[config.mk]
export PLATFORM = sky130hd
export DESIGN_NAME = recent_address_dedup_filter
export DESIGN_NICKNAME = d
export VERILOG_FILES = /design/src/rtl/radf_pkg.sv /design/src/rtl/radf_cell.sv /design/src/rtl/recent_address_dedup_filter.sv
export VERILOG_INCLUDE_DIRS = /design/src /design/src/rtl
export SDC_FILE = /design/constraint.sdc
export NUM_CORES = 2
export LEC_CHECK = 0
export CORE_MARGIN = 2
export CORE_UTILIZATION = 50
export DETAILED_ROUTE_END_ITERATION = 6
export DONT_BUFFER_PORTS = 1
export PLACE_DENSITY = 0.68
export SKIP_LAST_GASP = 1
export SYNTH_ARGS = -nofsm -noshare
export SYNTH_HDL_FRONTEND = slang
export SYNTH_SLANG_ARGS = --single-unit
[constraint.sdc]
create_clock -name clock -period 22.5 [get_ports clock]
set_input_delay 4.5 -clock clock [delete_from_list [all_inputs] [get_ports clock]]
set_output_delay 4.5 -clock clock [all_outputs]
set_load 0.1 [all_outputs]
[src/rtl/assert_macros.svh]
// ----------------------------------------------------------------------------
// Assertion macros
// Shared concurrent assertion forms used by the RTL of the filter.
// ----------------------------------------------------------------------------
`ifndef ASSERT_MACROS_SVH
`define ASSERT_MACROS_SVH

// A property that must hold at every clock edge outside reset.
`define RADF_ASSERT(lbl, clk, rst, prop) \
   lbl: assert property (@(posedge clk) disable iff (rst) (prop)) \
      else $error("assertion failed");

// An antecedent that implies a consequent in the same cycle.
`define RADF_ASSERT_IMPL(lbl, clk, rst, ante, cons) \
   lbl: assert property (@(posedge clk) disable iff (rst) (ante) |-> (cons)) \
      else $error("assertion failed");

`endif

[src/rtl/radf_pkg.sv]
// ----------------------------------------------------------------------------
// radf_pkg
// Types and constants shared by the recent address filter modules.
// ----------------------------------------------------------------------------
`default_nettype none

package radf_pkg;

   localparam int ADDR_W     = 48;
   localparam int TIME_W     = 32;
   localparam int EXPIRY_W   = 16;
   localparam int SLOT_OUT_W = 4;

   localparam int                  DEFAULT_SLOTS = 16;
   localparam logic [EXPIRY_W-1:0] EXPIRY_RESET  = 16'd5000;

   typedef struct packed {
      logic [ADDR_W-1:0] device_address;
      logic [TIME_W-1:0] now_ms;
   } req_word_type;

   typedef struct packed {
      logic                  is_new;
      logic                  was_refreshed;
      logic                  table_full;
      logic [SLOT_OUT_W-1:0] slot_index;
   } rsp_word_type;

   // Lookup probe walking the cell chain.
   typedef struct packed {
      logic              valid;
      logic              found;
      logic              free_found;
      logic [ADDR_W-1:0] device_address;
      logic [TIME_W-1:0] now_ms;
   } probe_type;

   // Insertion broadcast to every cell.
   typedef struct packed {
      logic              en;
      logic [ADDR_W-1:0] device_address;
      logic [TIME_W-1:0] now_ms;
   } commit_type;

endpackage

`default_nettype wire

[src/rtl/radf_cell.sv]
// ----------------------------------------------------------------------------
// radf_cell
// One table slot: holds an address entry and checks the passing probe.
// ----------------------------------------------------------------------------
`default_nettype none

module radf_cell #(
   parameter int IDX_W      = 4,
   parameter int CELL_INDEX = 0
) (
   input  wire logic                             clock,
   input  wire logic                             reset,
   input  wire logic [radf_pkg::EXPIRY_W-1:0]    expiry_ms,
   input  wire radf_pkg::probe_type              probe_in,
   input  wire logic [IDX_W-1:0]                 idx_in,
   output      radf_pkg::probe_type              probe_out,
   output      logic [IDX_W-1:0]                 idx_out,
   input  wire radf_pkg::commit_type             commit,
   input  wire logic [IDX_W-1:0]                 commit_idx
);

   localparam logic [IDX_W-1:0] MY_IDX = IDX_W'(CELL_INDEX);

   logic                          valid_ff, valid_in;
   logic [radf_pkg::ADDR_W-1:0]   addr_ff, addr_in;
   logic [radf_pkg::TIME_W-1:0]   seen_ff, seen_in;
   radf_pkg::probe_type           probe_ff, probe_in_next;
   logic                          probe_valid_ff;
   logic [IDX_W-1:0]              idx_ff, idx_in_next;

   logic [radf_pkg::TIME_W-1:0]   age;
   logic                          live;
   logic                          hit;

   assign age  = probe_in.now_ms - seen_ff;
   assign live = valid_ff &&
                 (age <= {{(radf_pkg::TIME_W-radf_pkg::EXPIRY_W){1'b0}}, expiry_ms});
   assign hit  = probe_in.valid && !probe_in.found && live &&
                 (addr_ff == probe_in.device_address);

   always_comb begin
      probe_in_next = probe_in;
      idx_in_next   = idx_in;
      if (hit) begin
         probe_in_next.found = 1'b1;
         idx_in_next         = MY_IDX;
      end else if (probe_in.valid && !probe_in.found && !live && !probe_in.free_found) begin
         probe_in_next.free_found = 1'b1;
         idx_in_next              = MY_IDX;
      end
   end

   always_comb begin
      valid_in = valid_ff;
      addr_in  = addr_ff;
      seen_in  = seen_ff;
      if (hit) begin
         seen_in = probe_in.now_ms;
      end else if (commit.en && (commit_idx == MY_IDX)) begin
         valid_in = 1'b1;
         addr_in  = commit.device_address;
         seen_in  = commit.now_ms;
      end
   end

   always_ff @(posedge clock) begin
      if (reset) begin
         valid_ff       <= 1'b0;
         probe_valid_ff <= 1'b0;
      end else begin
         valid_ff       <= valid_in;
         probe_valid_ff <= probe_in_next.valid;
      end
   end

   always_ff @(posedge clock) begin
      addr_ff  <= addr_in;
      seen_ff  <= seen_in;
      probe_ff <= probe_in_next;
      idx_ff   <= idx_in_next;
   end

   // The valid flag comes from its own reset register.
   always_comb begin
      probe_out       = probe_ff;
      probe_out.valid = probe_valid_ff;
   end

   assign idx_out = idx_ff;

endmodule

`default_nettype wire

[src/rtl/recent_address_dedup_filter.sv]
// ----------------------------------------------------------------------------
// recent_address_dedup_filter
// Duplicate filter for advertising reports with aging of stored addresses.
// ----------------------------------------------------------------------------
// Each accepted word carries a device address and the current millisecond
// time, and yields exactly one response word: refreshed when a live entry
// holds the same address, new when the address was stored in the lowest free
// slot, or table full when nothing was free. An entry is live while its age,
// taken modulo 2^32, is at most csr expiry. The table is a row of SLOTS cells;
// a lookup probe walks the row one cell per cycle, and the outcome at the end
// of the row is registered into the output. The next word is taken only once
// the probe has left the row, so one word at a time is in the table. A finished
// response may wait in the output register and a second one in a holding
// stage, so a new word is accepted while the output is stalled, until the
// holding stage is occupied.
// ----------------------------------------------------------------------------
`default_nettype none

`include "assert_macros.svh"

module recent_address_dedup_filter #(
   parameter int SLOTS = radf_pkg::DEFAULT_SLOTS
) (
   input  wire logic                            clock,
   input  wire logic                            reset,
   input  wire logic                            req_valid,
   output      logic                            req_ready,
   input  wire radf_pkg::req_word_type          req_word,
   output      logic                            rsp_valid,
   input  wire logic                            rsp_ready,
   output      radf_pkg::rsp_word_type          rsp_word,
   input  wire logic                            csr_wr_en,
   input  wire logic [radf_pkg::EXPIRY_W-1:0]   csr_wr_data
);

   localparam int IDX_W = (SLOTS > 1) ? $clog2(SLOTS) : 1;

   // Expiry register, to be written only while the block is idle; the block does not enforce this.
   logic [radf_pkg::EXPIRY_W-1:0] expiry_ff;

   always_ff @(posedge clock) begin
      if (reset) begin
         expiry_ff <= radf_pkg::EXPIRY_RESET;
      end else if (csr_wr_en) begin
         expiry_ff <= csr_wr_data;
      end
   end

   // Probe chain: element 0 is the injected word, element SLOTS the tail.
   radf_pkg::probe_type probe [SLOTS+1];
   logic [IDX_W-1:0]    pidx  [SLOTS+1];
   logic [SLOTS:0]      chain_valid;
   radf_pkg::commit_type commit;
   logic [IDX_W-1:0]    commit_idx;
   logic                req_accept;

   assign req_accept = req_valid && req_ready;

   // Fields in order: valid, found, free_found, address, time.
   assign probe[0] = {req_accept, 1'b0, 1'b0, req_word.device_address, req_word.now_ms};
   assign pidx[0]  = '0;

   for (genvar i = 0; i < SLOTS; i++) begin : g_cell
      radf_cell #(
         .IDX_W      (IDX_W),
         .CELL_INDEX (i)
      ) u_cell (
         .clock      (clock),
         .reset      (reset),
         .expiry_ms  (expiry_ff),
         .probe_in   (probe[i]),
         .idx_in     (pidx[i]),
         .probe_out  (probe[i+1]),
         .idx_out    (pidx[i+1]),
         .commit     (commit),
         .commit_idx (commit_idx)
      );
   end

   for (genvar i = 0; i <= SLOTS; i++) begin : g_valid
      assign chain_valid[i] = probe[i].valid;
   end

   // The tail decides the outcome; a miss with a free slot is written back
   // into that slot through the commit broadcast in the same cycle.
   logic                   tail_valid;
   radf_pkg::rsp_word_type tail_word;
   logic [IDX_W+3:0]       tail_idx_wide;

   assign tail_valid    = probe[SLOTS].valid;
   assign tail_idx_wide = {4'b0, pidx[SLOTS]};

   always_comb begin
      tail_word               = '0;
      commit.en               = 1'b0;
      commit.device_address   = probe[SLOTS].device_address;
      commit.now_ms           = probe[SLOTS].now_ms;
      commit_idx              = pidx[SLOTS];
      if (probe[SLOTS].found) begin
         tail_word.was_refreshed = 1'b1;
         tail_word.slot_index    = tail_idx_wide[3:0];
      end else if (probe[SLOTS].free_found) begin
         tail_word.is_new        = 1'b1;
         tail_word.slot_index    = tail_idx_wide[3:0];
         commit.en               = tail_valid;
      end else begin
         tail_word.table_full    = 1'b1;
      end
   end

   // Output register plus one holding stage.
   logic                   busy_ff, busy_in;
   logic                   rsp_valid_ff, rsp_valid_in;
   radf_pkg::rsp_word_type rsp_word_ff, rsp_word_in;
   logic                   hold_valid_ff, hold_valid_in;
   radf_pkg::rsp_word_type hold_word_ff, hold_word_in;
   logic                   rsp_take;

   assign rsp_take  = rsp_valid_ff && rsp_ready;
   assign req_ready = !busy_ff && !hold_valid_ff;

   always_comb begin
      busy_in = busy_ff;
      if (req_accept) begin
         busy_in = 1'b1;
      end else if (tail_valid) begin
         busy_in = 1'b0;
      end
   end

   always_comb begin
      rsp_valid_in  = rsp_valid_ff;
      rsp_word_in   = rsp_word_ff;
      hold_valid_in = hold_valid_ff;
      hold_word_in  = hold_word_ff;
      if (rsp_take) begin
         rsp_valid_in  = hold_valid_ff;
         rsp_word_in   = hold_word_ff;
         hold_valid_in = 1'b0;
      end
      if (tail_valid) begin
         if (!rsp_valid_ff || rsp_take) begin
            rsp_valid_in = 1'b1;
            rsp_word_in  = tail_word;
         end else begin
            hold_valid_in = 1'b1;
            hold_word_in  = tail_word;
         end
      end
   end

   always_ff @(posedge clock) begin
      if (reset) begin
         busy_ff       <= 1'b0;
         rsp_valid_ff  <= 1'b0;
         hold_valid_ff <= 1'b0;
      end else begin
         busy_ff       <= busy_in;
         rsp_valid_ff  <= rsp_valid_in;
         hold_valid_ff <= hold_valid_in;
      end
   end

   always_ff @(posedge clock) begin
      rsp_word_ff  <= rsp_word_in;
      hold_word_ff <= hold_word_in;
   end

   assign rsp_valid = rsp_valid_ff;
   assign rsp_word  = rsp_word_ff;

   // Only one probe may be in the chain at any time.
   `RADF_ASSERT(a_one_probe, clock, reset, $onehot0(chain_valid))
   // The busy flag tracks exactly the probe held in the chain registers.
   `RADF_ASSERT(a_busy_tracks_chain, clock, reset, busy_ff == (|chain_valid[SLOTS:1]))
   // The holding stage is only used behind an occupied output register.
   `RADF_ASSERT_IMPL(a_hold_behind_rsp, clock, reset, hold_valid_ff, rsp_valid_ff)
   // Every response reports exactly one outcome.
   `RADF_ASSERT_IMPL(a_one_outcome, clock, reset, rsp_valid_ff, $onehot({rsp_word_ff.is_new, rsp_word_ff.was_refreshed, rsp_word_ff.table_full}))

endmodule

`default_nettype wire
==> impl_metrics.tcl <==
set metrics [dict create \
    violations "design-rule violations" \
    end_kind "register" \
    hold_viol_final 0 \
    combPwrFrac 0.081 \
    ys_ff_latch 2706 \
    post-route-period-util 0.436 \
    drv_slew 0 \
    cts_tree "done" \
    clock_latency_ns 0.99 \
    first_pass_iters 7 \
    synth_cells 11100 \
    vdd_ir_drop_max_mv 0.0918 \
    initial_core_util 0.502 \
    dp_hpwl_um 308000 \
    holdCritStartpoint "g_cell[10].u_cell.probe_out[52]$_DFF_P_" \
    grt_pass1_wl_um 599000 \
    syn_area_um2 125000 \
    finalInstanceArea_um2 139000 \
    die_h_um 504 \
    dp_slack_ns 11.91 \
    place.port_buffers 0 \
    finalSetupTns_ns 0 \
    hp-class "reg -> reg" \
    holdWs_ns 0.340 \
    p_switching_mw 2.76 \
    timing.rr.start "g_cell[3].u_cell.probe_out[4]$_DFF_P_" \
    synthToLayoutAreaGrowth_pct 11.3 \
    root_buffer "clkbuf_16" \
    power_mw 11.3 \
    grt_max_degree 50 \
    wl_per_cell_um 28.4 \
    crit_required_ns 23.05 \
    skew_ns 0.102 \
    layout-drive-gt1-share 0.111 \
    place_congestion 0.949 \
    rrSetupSlack_ns 15.33 \
    power.internal_mw 8.53 \
    grt_pass1_vias 86500 \
    drv_cap 0 \
    wl_um 420000 \
    critPathKind "in -> reg" \
    die_area_um2 254000 \
    p_sw_frac 0.244 \
    fill_cells 20900 \
    final_antenna_net_count 0 \
    htreeDepth 5 \
    clkPwrFrac 0.433 \
    viasPerCell 6.09 \
    setup_viol 0 \
    cts_setup_buffers 0 \
    synth_edf_count 1287 \
    hold_buffers 0 \
    rows 183 \
    clock_sinks 2706 \
    track_usage 0.325 \
    die_w_um 504 \
    regArea_um2 67100 \
    post-place-cells 14300 \
    cellLeakagePower_nw 54.4 \
    cts_buffer_depth 4 \
    tightest_slew_ns 1.43 \
    clock.fmax_mhz 102 \
    slew_headroom 0.0400 \
    yosysSeqAreaShare 0.537 \
    cp-start-kind "input pin" \
    crit_start "req_word[7]" \
    clk_pin_slew_ns 0.06 \
    rsz0062_at_grt "no" \
    synth_warnings 0 \
    path_max_fanout 35 \
    cts_resized 0 \
    p_per_area_nw_per_um2 81.4 \
    core_area_um2 248000 \
    final_common_cell "dfxtp_1" \
    power_frac_seq 0.486 \
    antenna_found_initial 52 \
    synthFlopType "dfxtp_1" \
    finalNetCount 12100 \
    layout_setup_ws_ns 12.69 \
    drc_errors 1 \
    status "finished, violations left" \
    io_pins 110 \
    synth.net_count 12000 \
    async_flop_share 0 \
    ys_types 93 \
    multiInputGateArea_um2 53600 \
    cp_data_arrival_time_ns 10.36 \
    postSynthAreaPerCell_um2 11.2 \
    fin_crit_ns 9.81 \
    placed_area_um2 129000 \
    first_iter_violations 11000 \
    cts-buffers-inserted 297 \
    layout_common_cells "1,391 x dfxtp_1, 1,287 x edfxtp_1, 838 x inv_1, 752 x ha_1, 719 x a21oi_1" \
    utilization 0.559 \
    vias 90200 \
    instances_no_fill 14800 \
    grt-ovfl-total 0 \
]
-- layout make-up --
| type | instances | area share |
|---|---|---|
| multi-input combinational | 7259 | 0.386 |
| antenna | 28 | 0.000505 |
| clock inverter | 129 | 0.00972 |
| sequential | 2706 | 0.483 |
| timing repair buffer | 128 | 0.00692 |
| tap | 3330 | 0.0300 |
| clock buffer | 394 | 0.0605 |
| inverter | 839 | 0.0227 |
-- layer usage --
| layer | track usage | part of all wire | up-vias |
|---|---|---|---|
| met5 | 0 | 0 | - |
| met4 | 0.163 | 0.057 | 0 |
| met3 | 0.0532 | 0.086 | 927 |
| met2 | 0.512 | 0.45 | 4300 |
| met1 | 0.435 | 0.41 | 44200 |
| li1 | - | - | 40900 |
-- power groups by stage --
stage	clock [mW]	sequential [mW]	combinational [mW]
finish	4.89	5.49	0.913
detailed placement	0	5.59	0.889
global route	5.13	5.49	0.993
global placement	0	5.59	0.872
floorplan	0	5.46	0.621
CTS	4.94	5.49	0.896
-- state kept, by name, indices dropped and copies added (netlist names) --
signal and cells:
g_cell.u_cell.valid_ff 16, rsp_valid 1, g_cell.u_cell.addr_ff 768, g_cell.u_cell.probe_valid_ff 16, expiry_ff 16, hold_valid_ff 1, g_cell.u_cell.probe_out 1312, g_cell.u_cell.idx_out 49
rsp_word 7, busy_ff 1, hold_word_ff 7, g_cell.u_cell.seen_ff 512
-- path summary, 6_finish.rpt --
| check | endpoint | depth (start not counted) |
|---|---|---|
| setup / recovery | g_cell[0].u_cell.seen_ff[3]$_DFFE_PP_ | 19 |
| hold / removal | g_cell[11].u_cell.probe_out[52]$_DFF_P_ | 0 |
| setup reg to reg | g_cell[4].u_cell.addr_ff[2]$_DFFE_PP_ | 19 |
| hold reg to reg | g_cell[11].u_cell.probe_out[52]$_DFF_P_ | 0 |
-- synth_stat cells, drive strengths merged (33+ instances only) --
| cell type | n | area [µm²] |
|---|---|---|
| a2111oi | 46 | 404 |
| a211o | 33 | 289 |
| a211oi | 78 | 591 |
| a21o | 182 | 1370 |
| a21oi | 720 | 3600 |
| a221oi | 45 | 394 |
| a31oi | 59 | 369 |
| and2 | 52 | 325 |
| and3 | 69 | 432 |
| and4 | 37 | 324 |
| buf | 36 | 194 |
| clkbuf | 258 | 968 |
| dfxtp | 1419 | 28400 |
| edfxtp | 1287 | 38600 |
| ha | 752 | 9410 |
| inv | 839 | 3150 |
| mux2 | 519 | 5870 |
| mux2i | 50 | 500 |
| nand2 | 660 | 2480 |
| nand2b | 136 | 851 |
| nand3 | 165 | 826 |
| nand3b | 35 | 263 |
| nand4 | 298 | 1860 |
| nor2 | 500 | 1880 |
| nor2b | 154 | 963 |
| nor3 | 140 | 712 |
| nor4 | 183 | 1140 |
| o2111ai | 36 | 315 |
| o211ai | 110 | 831 |
| o21a | 113 | 848 |
| o21ai | 410 | 2050 |
| o21bai | 52 | 390 |
| o22ai | 47 | 294 |
| o31ai | 46 | 345 |
| or2 | 41 | 257 |
| or3 | 43 | 269 |
| or4 | 46 | 345 |
| xnor2 | 508 | 4450 |
| xor2 | 444 | 3890 |
-- critical path: stages --
cell and delay [ns]:
ha_1 0.40, and4_1 0.24, nand3_1 0.11, a211oi_1 0.72
o21ai_0 0.30, nand2_1 0.14, xor2_1 0.09, ha_1 0.31
nand4_1 0.17, or4_1 0.48, or3_1 0.46, nor3b_1 0.24
a211o_1 0.29, a2111oi_0 0.49, nand3b_1 0.20, nor3_4 0.22
buf_4 0.43, a21o_1 0.13, buf_4 0.39
-- kinds of logic after synthesis --
group,Yosys count,share of synthesized area
AOI/OAI and AO/OA,2273,0.118
xor gates and xnor gates,952,0.0668
adders and majority gates,768,0.0780
buffers and inverters,1133,0.0346
DFF,2706,0.537
muxes,569,0.0510
and+or+nand+nor,2697,0.114
Power figures use the tool's default switching activity.
